===== src/hw/rtl/balance_cascade_pid_defines.svh =====
// Assertion macros for the balance controller.
`ifndef BALANCE_CASCADE_PID_DEFINES_SVH
`define BALANCE_CASCADE_PID_DEFINES_SVH

// Same-cycle implication, reset masked.
`define BCP_ASSERT_IMP(lbl, ante, cons, msg) \
	lbl: assert property (@(posedge clk) disable iff (!arst_n) (ante) |-> (cons)) \
		else $error(msg);

// Next-cycle implication, reset masked.
`define BCP_ASSERT_NXT(lbl, ante, cons, msg) \
	lbl: assert property (@(posedge clk) disable iff (!arst_n) (ante) |=> (cons)) \
		else $error(msg);

`endif


===== src/hw/rtl/bcp_pkg.sv =====
// Shared types and constants of the balance controller.
package bcp_pkg;

	localparam int FILTER_ALPHA_Q16_DEF = 45875;

	localparam logic signed [31:0] VERT_KP_RST      = -32'sd65536000;
	localparam logic signed [31:0] VERT_KD_RST      = -32'sd327680;
	localparam logic signed [31:0] VEL_KP_RST       = -32'sd7864;
	localparam logic signed [31:0] VEL_KI_RST       = -32'sd39;
	localparam logic signed [16:0] ANGLE_OFFSET_RST = -17'sd256;
	localparam logic [15:0]        TILT_LIMIT_RST   = 16'd8960;
	localparam logic [14:0]        PWM_LIMIT_RST    = 15'd7000;
	localparam logic [14:0]        INTEG_LIMIT_RST  = 15'd10000;

	typedef enum logic [2:0] {
		REG_VERT_KP      = 3'd0,
		REG_VERT_KD      = 3'd1,
		REG_VEL_KP       = 3'd2,
		REG_VEL_KI       = 3'd3,
		REG_ANGLE_OFFSET = 3'd4,
		REG_TILT_LIMIT   = 3'd5,
		REG_PWM_LIMIT    = 3'd6,
		REG_INTEG_LIMIT  = 3'd7
	} reg_idx_t;

	typedef enum logic [3:0] {
		ST_IDLE,
		ST_F0,
		ST_F1,
		ST_F2,
		ST_I0,
		ST_O1,
		ST_O2,
		ST_P0,
		ST_P1,
		ST_P2
	} seq_state_t;

	// multiplier operand pairs
	typedef enum logic [2:0] {
		MS_NONE,
		MS_FILT_OLD,
		MS_FILT_NEW,
		MS_VEL_P,
		MS_VEL_I,
		MS_VERT_P,
		MS_VERT_D
	} mul_sel_t;

	// accumulator / shared adder operations
	typedef enum logic [2:0] {
		AOP_HOLD,
		AOP_LOAD,
		AOP_LOAD_SH,
		AOP_SUM,
		AOP_TARGET
	} acc_op_t;

	typedef struct packed {
		logic     busy;
		logic     mul_en;
		mul_sel_t msel;
		acc_op_t  aop;
		logic     fe_we;
		logic     si_we;
		logic     out_we;
	} ctl_t;

	typedef struct packed {
		logic signed [31:0] vert_kp;
		logic signed [31:0] vert_kd;
		logic signed [31:0] vel_kp;
		logic signed [31:0] vel_ki;
		logic [14:0]        pwm_limit;
		logic [14:0]        integ_limit;
	} cfg_t;

	// per-request operands prepared at acceptance
	typedef struct packed {
		logic signed [16:0] err;    // 0 - enc_speed
		logic signed [17:0] dlt;    // angle_offset - roll_angle, 1/256 deg
		logic signed [28:0] nrate;  // -(roll_rate * 256)
	} opnd_t;

endpackage


===== src/hw/rtl/bcp_ctrl.sv =====
// Step sequencer driving the shared multiply-accumulate datapath.
module bcp_ctrl
	import bcp_pkg::*;
(
	input  logic clk,
	input  logic arst_n,
	input  logic start,
	input  logic out_free,
	output ctl_t ctl
);

	seq_state_t state_q, state_nx;

	always_ff @(posedge clk or negedge arst_n) begin
		if (!arst_n) begin
			state_q <= ST_IDLE;
		end else begin
			state_q <= state_nx;
		end
	end

	always_comb begin
		state_nx = state_q;
		case (state_q)
			ST_IDLE: begin
				if (start) state_nx = ST_F0;
			end
			ST_F0: state_nx = ST_F1;
			ST_F1: state_nx = ST_F2;
			ST_F2: state_nx = ST_I0;
			ST_I0: state_nx = ST_O1;
			ST_O1: state_nx = ST_O2;
			ST_O2: state_nx = ST_P0;
			ST_P0: state_nx = ST_P1;
			ST_P1: state_nx = ST_P2;
			ST_P2: begin
				if (out_free) state_nx = ST_IDLE;
			end
			default: state_nx = ST_IDLE;
		endcase
	end

	always_comb begin
		ctl        = '0;
		ctl.msel   = MS_NONE;
		ctl.aop    = AOP_HOLD;
		ctl.busy   = (state_q != ST_IDLE);
		case (state_q)
			ST_F0: begin
				ctl.mul_en = 1'b1;
				ctl.msel   = MS_FILT_OLD;
			end
			ST_F1: begin
				ctl.mul_en = 1'b1;
				ctl.msel   = MS_FILT_NEW;
				ctl.aop    = AOP_LOAD_SH;
			end
			ST_F2: begin
				ctl.aop    = AOP_SUM;
				ctl.fe_we  = 1'b1;
			end
			ST_I0: begin
				ctl.si_we  = 1'b1;
				ctl.mul_en = 1'b1;
				ctl.msel   = MS_VEL_P;
			end
			ST_O1: begin
				ctl.mul_en = 1'b1;
				ctl.msel   = MS_VEL_I;
				ctl.aop    = AOP_LOAD_SH;
			end
			ST_O2: begin
				ctl.aop    = AOP_TARGET;
			end
			ST_P0: begin
				ctl.mul_en = 1'b1;
				ctl.msel   = MS_VERT_P;
			end
			ST_P1: begin
				ctl.mul_en = 1'b1;
				ctl.msel   = MS_VERT_D;
				ctl.aop    = AOP_LOAD;
			end
			ST_P2: begin
				ctl.aop    = AOP_SUM;
				ctl.out_we = out_free;
			end
			default: begin
				ctl.aop    = AOP_HOLD;
			end
		endcase
	end

endmodule


===== src/hw/rtl/bcp_dp.sv =====
// Shared multiplier, accumulator and loop state of the balance controller.
module bcp_dp
	import bcp_pkg::*;
#(
	parameter int FILTER_ALPHA_Q16 = FILTER_ALPHA_Q16_DEF
)(
	input  logic               clk,
	input  logic               arst_n,
	input  ctl_t               ctl,
	input  cfg_t               cfg,
	input  opnd_t              opnd,
	output logic signed [15:0] drive
);

	localparam int ALPHA_C = 65536 - FILTER_ALPHA_Q16;
	localparam logic signed [65:0] I32_MAX_X = 66'sd2147483647;
	localparam logic signed [65:0] I32_MIN_X = -66'sd2147483648;

	function automatic logic signed [31:0] clamp32(input logic signed [65:0] v);
		logic signed [31:0] r;
		if (v > I32_MAX_X) r = 32'sh7FFF_FFFF;
		else if (v < I32_MIN_X) r = 32'sh8000_0000;
		else r = v[31:0];
		return r;
	endfunction

	logic signed [31:0] fe_q, si_q;
	logic signed [65:0] prod_q, acc_q;
	logic signed [32:0] mul_a, mul_b;
	logic signed [65:0] prod_sh, add_b, add_c, sum_w;
	logic signed [31:0] sum_c32;

	// operand select for the single multiplier
	always_comb begin
		mul_a = '0;
		mul_b = '0;
		case (ctl.msel)
			MS_FILT_OLD: begin
				mul_a = 33'(fe_q);
				mul_b = 33'(FILTER_ALPHA_Q16);
			end
			MS_FILT_NEW: begin
				mul_a = 33'(opnd.err);
				mul_b = 33'(ALPHA_C);
			end
			MS_VEL_P: begin
				mul_a = 33'(fe_q);
				mul_b = 33'(cfg.vel_kp);
			end
			MS_VEL_I: begin
				mul_a = 33'(si_q);
				mul_b = 33'(cfg.vel_ki);
			end
			MS_VERT_P: begin
				mul_a = 33'($signed(acc_q[31:0]));
				mul_b = 33'(cfg.vert_kp);
			end
			MS_VERT_D: begin
				mul_a = 33'(opnd.nrate);
				mul_b = 33'(cfg.vert_kd);
			end
			default: begin
				mul_a = '0;
				mul_b = '0;
			end
		endcase
	end

	always_ff @(posedge clk) begin
		if (ctl.mul_en) prod_q <= mul_a * mul_b;
	end

	// shared adder: acc + product (shifted for the target step) + angle term
	assign prod_sh = prod_q >>> 16;
	assign add_b   = (ctl.aop == AOP_TARGET) ? prod_sh : prod_q;
	assign add_c   = (ctl.aop == AOP_TARGET) ? 66'($signed({opnd.dlt, 8'b0})) : '0;
	assign sum_w   = acc_q + add_b + add_c;
	assign sum_c32 = clamp32(sum_w);

	always_ff @(posedge clk) begin
		case (ctl.aop)
			AOP_LOAD:    acc_q <= prod_q;
			AOP_LOAD_SH: acc_q <= prod_sh;
			AOP_TARGET:  acc_q <= 66'(sum_c32);
			default:     acc_q <= acc_q;
		endcase
	end

	// integrator clamp
	logic signed [32:0] si_sum, lim_p, lim_n;
	assign si_sum = 33'(si_q) + 33'(fe_q);
	assign lim_p  = $signed({2'b0, cfg.integ_limit, 16'b0});
	assign lim_n  = -lim_p;

	always_ff @(posedge clk or negedge arst_n) begin
		if (!arst_n) begin
			fe_q <= '0;
			si_q <= '0;
		end else begin
			if (ctl.fe_we) fe_q <= sum_c32;
			if (ctl.si_we) begin
				if (si_sum > lim_p) si_q <= lim_p[31:0];
				else if (si_sum < lim_n) si_q <= lim_n[31:0];
				else si_q <= si_sum[31:0];
			end
		end
	end

	// drive: sum / 2^32 toward zero, then symmetric saturation
	logic signed [33:0] q_w, pwm_p, pwm_n;
	logic               round_up;
	assign round_up = sum_w[65] && (|sum_w[31:0]);
	assign q_w      = $signed(sum_w[65:32]) + $signed({33'b0, round_up});
	assign pwm_p    = $signed({19'b0, cfg.pwm_limit});
	assign pwm_n    = -pwm_p;

	always_comb begin
		if (q_w > pwm_p) drive = pwm_p[15:0];
		else if (q_w < pwm_n) drive = pwm_n[15:0];
		else drive = q_w[15:0];
	end

endmodule


===== src/hw/rtl/balance_cascade_pid.sv =====
// Top level of the cascaded velocity-PI / angle-PD balance controller.
// Each request carries wheel speed, roll angle and roll rate and yields one
// drive command. The outer loop low-pass filters the speed error (weight
// FILTER_ALPHA_Q16/65536 on the old value), integrates it with a clamp of
// +-integ_limit counts, and scales both by vel_kp / vel_ki into a target
// roll angle (plus angle_offset). The inner PD loop turns target-minus-roll
// and the negated roll rate into a drive, truncated toward zero and clamped
// to +-pwm_limit. Roll beyond tilt_limit forces drive to zero and sets
// tilt_cut; the filter and integrator still advance. Each accepted request
// runs through nine sequencer steps that push six products through the
// single 33x33 signed multiplier, each registered before the shared 66-bit
// adder uses it. s_tready is high only while the sequencer is idle. The
// result sits in an output register, so a new request may be taken while
// the previous result still waits; if it is still waiting when the next
// one finishes, the sequencer holds its last step. Config writes are
// always accepted and must be issued only while no request is in flight.
`include "balance_cascade_pid_defines.svh"

module balance_cascade_pid
	import bcp_pkg::*;
#(
	parameter int FILTER_ALPHA_Q16 = FILTER_ALPHA_Q16_DEF
)(
	input  logic        clk,
	input  logic        arst_n,
	// request stream
	input  logic        s_tvalid,
	output logic        s_tready,
	input  logic [55:0] s_tdata,   // enc_speed[15:0], roll_angle[32:16], roll_rate[52:33]
	// result stream
	output logic        m_tvalid,
	input  logic        m_tready,
	output logic [15:0] m_tdata,   // drive[15:0]
	output logic [0:0]  m_tuser,   // tilt_cut[0]
	// register writes
	input  logic        cfg_valid,
	output logic        cfg_ready,
	input  logic [2:0]  cfg_index,
	input  logic [31:0] cfg_data
);

	// ---- configuration registers ----
	logic signed [31:0] vert_kp_q, vert_kd_q, vel_kp_q, vel_ki_q;
	logic signed [16:0] angle_offset_q;
	logic [15:0]        tilt_limit_q;
	logic [14:0]        pwm_limit_q, integ_limit_q;

	assign cfg_ready = 1'b1;

	always_ff @(posedge clk or negedge arst_n) begin
		if (!arst_n) begin
			vert_kp_q      <= VERT_KP_RST;
			vert_kd_q      <= VERT_KD_RST;
			vel_kp_q       <= VEL_KP_RST;
			vel_ki_q       <= VEL_KI_RST;
			angle_offset_q <= ANGLE_OFFSET_RST;
			tilt_limit_q   <= TILT_LIMIT_RST;
			pwm_limit_q    <= PWM_LIMIT_RST;
			integ_limit_q  <= INTEG_LIMIT_RST;
		end else if (cfg_valid && cfg_ready) begin
			case (reg_idx_t'(cfg_index))
				REG_VERT_KP:      vert_kp_q      <= cfg_data;
				REG_VERT_KD:      vert_kd_q      <= cfg_data;
				REG_VEL_KP:       vel_kp_q       <= cfg_data;
				REG_VEL_KI:       vel_ki_q       <= cfg_data;
				REG_ANGLE_OFFSET: angle_offset_q <= cfg_data[16:0];
				REG_TILT_LIMIT:   tilt_limit_q   <= cfg_data[15:0];
				REG_PWM_LIMIT:    pwm_limit_q    <= cfg_data[14:0];
				REG_INTEG_LIMIT:  integ_limit_q  <= cfg_data[14:0];
				default:          vert_kp_q      <= vert_kp_q;
			endcase
		end
	end

	cfg_t cfg;
	assign cfg.vert_kp     = vert_kp_q;
	assign cfg.vert_kd     = vert_kd_q;
	assign cfg.vel_kp      = vel_kp_q;
	assign cfg.vel_ki      = vel_ki_q;
	assign cfg.pwm_limit   = pwm_limit_q;
	assign cfg.integ_limit = integ_limit_q;

	// ---- request unpack and operand prep ----
	logic signed [15:0] speed_w;
	logic signed [16:0] roll_w;
	logic signed [19:0] rate_w;
	logic [16:0]        roll_mag;
	logic               req_acc;

	assign speed_w  = $signed(s_tdata[15:0]);
	assign roll_w   = $signed(s_tdata[32:16]);
	assign rate_w   = $signed(s_tdata[52:33]);
	// |roll| fits 17 bits unsigned, including the most negative code
	assign roll_mag = roll_w[16] ? 17'(-roll_w) : roll_w;
	assign req_acc  = s_tvalid && s_tready;

	opnd_t opnd_q;
	logic  cut_q;

	always_ff @(posedge clk) begin
		if (req_acc) begin
			opnd_q.err   <= -17'(speed_w);
			opnd_q.dlt   <= 18'(angle_offset_q) - 18'(roll_w);
			opnd_q.nrate <= -29'($signed({rate_w, 8'b0}));
			cut_q        <= (roll_mag > {1'b0, tilt_limit_q});
		end
	end

	// ---- sequencer and datapath ----
	ctl_t               ctl;
	logic               out_free;
	logic signed [15:0] drive_w;

	bcp_ctrl u_ctrl (
		.clk      (clk),
		.arst_n   (arst_n),
		.start    (req_acc),
		.out_free (out_free),
		.ctl      (ctl)
	);

	bcp_dp #(
		.FILTER_ALPHA_Q16 (FILTER_ALPHA_Q16)
	) u_dp (
		.clk    (clk),
		.arst_n (arst_n),
		.ctl    (ctl),
		.cfg    (cfg),
		.opnd   (opnd_q),
		.drive  (drive_w)
	);

	assign s_tready = !ctl.busy;

	// ---- output register ----
	logic        m_tvalid_q;
	logic [15:0] drive_q;
	logic        tilt_cut_q;

	assign out_free = !m_tvalid_q || m_tready;

	always_ff @(posedge clk or negedge arst_n) begin
		if (!arst_n) begin
			m_tvalid_q <= 1'b0;
		end else if (ctl.out_we) begin
			m_tvalid_q <= 1'b1;
		end else if (m_tready) begin
			m_tvalid_q <= 1'b0;
		end
	end

	always_ff @(posedge clk) begin
		if (ctl.out_we) begin
			drive_q    <= cut_q ? '0 : drive_w;
			tilt_cut_q <= cut_q;
		end
	end

	assign m_tvalid   = m_tvalid_q;
	assign m_tdata    = drive_q;
	assign m_tuser[0] = tilt_cut_q;

	// ---- checks ----
	logic signed [15:0] drive_s, pwm_s;
	assign drive_s = $signed(m_tdata);
	assign pwm_s   = $signed({1'b0, pwm_limit_q});

	`BCP_ASSERT_NXT(a_busy_after_req, s_tvalid && s_tready, ctl.busy, "sequencer not started")
	`BCP_ASSERT_IMP(a_no_req_busy, ctl.busy, !s_tready, "request taken while busy")
	`BCP_ASSERT_IMP(a_cut_zero, m_tvalid && m_tuser[0], m_tdata == 16'd0, "tilt cut with drive")
	`BCP_ASSERT_IMP(a_drive_bound, m_tvalid, (drive_s <= pwm_s) && (drive_s >= -pwm_s), "drive over limit")

endmodule


===== config.mk =====
export PLATFORM = sky130hd
export DESIGN_NAME = balance_cascade_pid
export DESIGN_NICKNAME = d
export VERILOG_FILES = /design/src/hw/rtl/bcp_pkg.sv /design/src/hw/rtl/bcp_ctrl.sv /design/src/hw/rtl/bcp_dp.sv /design/src/hw/rtl/balance_cascade_pid.sv
export VERILOG_INCLUDE_DIRS = /design/src /design/src/hw/rtl
export SDC_FILE = /design/constraint.sdc
export NUM_CORES = 2
export LEC_CHECK = 0
export BUFFER_PORTS_ARGS = -buffer_cell sky130_fd_sc_hd__buf_2
export CAP_MARGIN = 30
export CORE_MARGIN = 4
export CORE_UTILIZATION = 45
export CTS_BUF_LIST = sky130_fd_sc_hd__clkbuf_8
export CTS_CLUSTER_DIAMETER = 200
export DETAILED_ROUTE_END_ITERATION = 12
export HOLD_SLACK_MARGIN = 0.12
export PLACE_DENSITY = 0.58
export SYNTH_ARGS = -nofsm -noshare
export SYNTH_HDL_FRONTEND = slang
export SYNTH_SLANG_ARGS = --single-unit

===== constraint.sdc =====
create_clock -name clk -period 11.96 [get_ports clk]
set_input_delay 0.598 -clock clk [delete_from_list [all_inputs] [get_ports clk]]
set_output_delay 0.598 -clock clk [all_outputs]
set_load 0.05 [all_outputs]

# Yosys cells after proc, flatten, opt, wreduce, memory -nomap -nowiden
# Cells that the tools add are included.
# word_totals
out_inout_bits	20
regBits	474
# classes
mul	1
n_lt_le_gt_ge	7
mux	22
add_sub_neg	10
reduce_logical	24
eq_ne	27
# ops
op	n
one-hot mux 33 bit (6 select lines)	1
one-hot mux 66 bit (3 select lines)	1
one-hot mux 33 bit (5 select lines)	1
adder 66 bit	2
two-way mux 32 bit	4
> comparator 66 x 32 -> 1 bit, second input constant	1
< comparator 66 x 32 -> 1 bit, second input constant	1
multiplier 33 x 33 -> 66 bit	1
two-way mux 66 bit	1
two-way mux 65 bit	1
one-hot mux 4 bit (10 select lines)	1
adder 34 x 2 -> 34 bit	1
> comparator 34 x 16 -> 1 bit	1
< comparator 34 bit	1
negation 15 -> 34 bit	1
adder 32 x 32 -> 33 bit	1
> comparator 33 x 32 -> 1 bit	1
< comparator 33 bit	1
negation 31 -> 33 bit	1
OR reduction 32 bit	1
negation 28 -> 29 bit	1
== test 3 bit, second input constant	8
one-hot mux 4 bit (6 select lines)	1
AND reduction 2 bit	9
27 further kinds	48

# Logic depth before layout (Yosys ltp)
# logic_depth
ltp_word	13
depth_mapped	48
ltp_nobuf	43

# Hierarchy
# A second synthesis with hierarchy kept.
# unflattened
cells_unflattened	7604
area_unflattened_um2	70905.5
# modules_own_cells
mod	cells_each	seq_area_each_um2	area_each_um2	n_inst
bcp_dp	6719	5565.3	58777.6	1
balance_cascade_pid	837	7149.4	11760.0	1
bcp_ctrl	48	100.1	367.9	1

# Worst setup path before layout
# Ideal clock, no wire load.
# synth_path
path_type	reg-to-reg
from	register u_ctrl.state_q[1]
to	register u_dp.prod_q[64] (data pin)
t_arrival_ps	10305
stages_incl_launch_ff	39
t_required_ps	11695
period_less_slack_ps	10570
setup_ps	265
setup_slack_ps	1390
cell_sequence	dfrtp_1 clkbuf_1 nor3_1 clkbuf_1 clkbuf_1 a22oi_1 nand4_1 clkbuf_1 nand2_1 fa_1 fa_1 inv_1 fa_1 inv_1 fa_1 fa_1 inv_1 fa_1 (+3 left out) inv_1 ha_1 and4_1 nand2_1 or3_1 a211oi_1 o31ai_1 o21ai_0 a221oi_1 or3_1 nand3_1 a211oi_1 o41ai_1 a211o_1 a21boi_0 o21a_1 o21ai_0 xor2_1
# synth_via
elab_chain_cells	6
word_cells_on_any_way	17
# synth_lines
item	line_no	source
start, declared	bcp_ctrl.sv:12	seq_state_t state_q, state_nx;
start signal, assigned	bcp_ctrl.sv:18	state_q <= state_nx;
== test 4 bit, or another cell as far along	bcp_ctrl.sv:48	case (state_q)
one-hot mux 4 bit (6 select lines) (*)	bcp_ctrl.sv:48	
== test 3 x 1 -> 1 bit / == test 3 x 2 -> 1 bit (equally long branches)	bcp_dp.sv:37	case (ctl.msel)
OR reduction 2 bit (no line)	n/a	
one-hot mux 33 bit (5 select lines)	bcp_dp.sv:37	
multiplier 33 x 33 -> 66 bit (*)	bcp_dp.sv:70	if (ctl.mul_en) prod_q <= mul_a * mul_b;
end signal, assigned	bcp_dp.sv:70	
end, declared	bcp_dp.sv:28	logic signed [65:0] prod_q, acc_q;
# Every way passes the cells marked *; elsewhere a longest branch is shown, timed or not.
# A chain may end at the register's enable or synchronous reset.

# Worst setup path in the final report
# layout_path
from	register u_ctrl.state_q[3]
to	register u_dp.prod_q[65] (data pin)
# Same word-level chain as after synthesis.

==> impl_metrics.csv <==
group,metric,value,unit
yosys,yosysWarnings,0,
detailed_routing,dr_total_vias,54590,
floorplan,die_y,400.5,um
placement,dp_hpwl,200700,um
worst_setup_path,cp_slowest_cell,"a2111oi_0",
yosys,synth-seq-cells,466,
floorplan,start_util,45.43,%
yosys,synth_flop_cell,"edfxtp_1",
detailed_routing,via_per_inst,5.652,
floorplan,io_pins,116,
timing,maxSlewHeadroom,26.33,%
global_routing,grt_pass1_vias,56240,
yosys,synth-edff-count,206,
global_routing,grt_antenna_before_repair,13,
timing,max_freq,87.02,MHz
yosys,async_reset_ff_share,55.79,%
worst_setup_path,cpMostUsedCell,"fa_1",
timing,fin_skew,0.06075,ns
yosys,yosysSeqAreaShare,18.48,%
detailed_routing,drt_iter0_markers,4450,
timing,grt_setup_unrepaired,"false",
worst_setup_path,max_stage_delay,0.69,ns
timing,tightest_slew,1.105,ns
clock_tree,htree_levels,3,
detailed_routing,detail_route.wl_per_cell,25.35,um
worst_setup_path,cp_max_fo,19,
placement,numPortBuffers,111,
clock_tree,cts_tree,"built",
timing,tns,0,ns
placement,pre_cts_slack,0.3076,ns
clock_tree,root_buffer,"clkbuf_8",
yosys,ys_types,95,
clock_tree,cts_made_buffers,84,
global_routing,grt_usage,30.31,%
worst_setup_path,crit_cells,40,
global_routing,use_met1,39.19,%
min_path,min_path_cells,2,
yosys,syn-mean-instance-area,9.321,sq um
worst_setup_path,r2r_cells,40,
job,drv_cap,0,
finish,nets,9271,
detailed_routing,ant_nets,0,
clock_tree,clk_latency,0.75,ns
timing,hold_slack,0.1894,ns
yosys,synth.cell_area,69340,sq um
worst_setup_path,end_kind,"flip-flop",
floorplan,rows,143,
detailed_routing,dr.pass1.iters,8,
global_routing,grt.overflow.total,0,
placement,gp_congestion,1.002,
timing,fin_crit,11.49,ns
global_routing,grt.busiest_layer,"met2",
global_routing,use_met3,5.520,%
global_routing,grt_pass1_wl,363100,um
global_routing,use_met2,48.71,%
worst_setup_path,critPathLaunchType,"flip-flop",
timing,drv_slew,0,
detailed_routing,wl,244800,um
min_path,hp-class,"primary input to flip-flop",
worst_setup_path,path_delay_family,"adder cells",
timing,hold_viol_final,0,
finish,syn_to_final_growth,8.856,%
worst_setup_path,worstSetupPathType,"flip-flop to flip-flop",
yosys,syn_inst,7439,
clock_tree,clk_pin_slew_worst_paths,0.06,ns
worst_setup_path,arrival,11.94,ns
status,outcome,"complete, no violations",
floorplan,dieWidth,400.5,um
floorplan,coreArea,152600,sq um
timing,setup_viol,0,
worst_setup_path,cp_num_buf_inv,10,
finish,drive_above_1_share,11.36,%
clock_tree,clock-sinks,466,
timing,fin_crit_sh,96.08,%
timing,setup_slack,0.4684,ns
floorplan,die_area,160400,sq um
detailed_routing,drc_errors,0,
clock_tree,clock_path_buffers,3,
yosys,syn_nets,9159,
worst_setup_path,required,12.41,ns
global_routing,grt_max_degree,138,
## path summary, 6_finish.rpt
check                           slack (ns)         startpoint               to
worst max-delay path                  0.47  u_ctrl.state_q[3]  u_dp.prod_q[65]
worst min register to register        0.50    tilt_limit_q[3]  tilt_limit_q[3]
min in group asynchronous             0.51             arst_n    vert_kp_q[18]
max in group asynchronous            10.00             arst_n     u_dp.fe_q[9]
worst max register to register        0.47  u_ctrl.state_q[3]  u_dp.prod_q[65]
worst min-delay path                  0.19       cfg_data[26]     vel_ki_q[26]
## Yosys cell counts (41+ instances only)
library cell  number  share of area, %
nand4_1           98              0.88
a22oi_1           78              0.84
o21a_1            49              0.53
a21oi_1          243               1.8
mux2i_1           51              0.74
mux2_2           212               3.4
o21ai_0          214               1.5
a21o_1           103               1.1
nand2b_1          41              0.37
edfxtp_1         206               8.9
clkbuf_1         299               1.6
dfstp_2           98               3.7
ha_1             441               8.0
xor2_1            65              0.82
xnor2_1          199               2.5
fa_1            1183                34
nor3_1            80              0.58
inv_1           1367               7.4
nand3_1           65              0.47
nand2_1          970               5.3
dfrtp_1          162               5.8
nor2_1           689               3.7
## layer usage
layer | vias up | share of wire, %
met5 | - | 0.0053
met4 | 2 | 6.5
met3 | 524 | 7.6
met2 | 2207 | 46
met1 | 28020 | 40
li1 | 23830 | -
## layout make-up
cell class | count | area [sq um]
fillers | 14410 | 77140
multi-input cells | 5269 | 50290
flip-flops and latches | 466 | 12820
inverters | 1368 | 5135
repair buffers | 362 | 2776
well taps | 2030 | 2540
clock buffers | 96 | 1321
clock inverters | 61 | 584.3
diodes | 6 | 15.01
## flip-flops by register name (all words and copies together) (netlist names)
signal	cells
opnd_q	56
u_dp.fe_q	32
cut_q	1
vert_kd_q	32
u_ctrl.state_q	4
u_dp.si_q	32
m_tuser	1
u_dp.acc_q	66
angle_offset_q	17
vel_ki_q	32
integ_limit_q	15
m_tdata	16
pwm_limit_q	15
vert_kp_q	32
tilt_limit_q	16
m_tvalid	1
u_dp.prod_q	66
vel_kp_q	32
## layout by cell type, fill, tap and decap left out, types with 20 or more instances in the layout
cell	synthesis	routed
xor2_1	65	65
nand4_1	98	98
nand3_1	65	64
or3_1	21	20
o21ai_0	214	214
o21bai_1	22	20
nand2_1	970	966
nor2b_1	37	36
clkbuf_8	0	96
buf_4	3	215
a22oi_1	78	78
nor3_1	80	74
and3_1	25	25
a21o_1	103	103
o21a_1	49	49
and4_1	37	34
fa_1	1183	1183
nor2_1	689	682
dfrtp_1	162	161
buf_2	13	110
a221o_1	20	20
a211oi_1	37	36
dfstp_2	98	98
ha_1	441	441
mux2_2	212	212
and2_1	36	35
inv_1	1367	1391
nand2b_1	41	41
xnor2_1	199	199
edfxtp_1	206	206
mux2i_1	51	51
a21oi_1	243	243
nor4_1	24	24
## timing repair
action | CTS | global route
gates resized for setup | 0 | 10
hold buffers | 13 | 0
setup endpoints to repair | 0 | 10
hold endpoints to repair | 116 | 0
buffers inserted | 0 | 10
## per-stage QoR
step / cells / area (sq um) / util [%]
2_1_floorplan: 7439 / 69340 / -
5_1_grt: 9657 / 75480 / 49.45
6_report: 9658 / 75480 / 49.46
3_5_place_dp: 9467 / 73180 / 47.95
4_1_cts: 9637 / 75220 / 49.28
3_3_place_gp: 9461 / 73090 / 47.89
## logic make-up (layout without fill, tap and decap cells)
logic type	after synthesis	in the layout	synth area share, %
simple gates	2190	2191	13.82
xor+xnor	265	265	3.358
compound gates	925	925	8.728
mux	263	263	4.179
fa+ha+maj	1624	1624	42.11
buf+inv	1705	1887	9.317
flops	466	466	18.48
other cells	1	7	0.005408
Power is left out: the tool's default activity adds up to more than one toggle a clock period on the data nets, which glitch-free logic cannot reach.
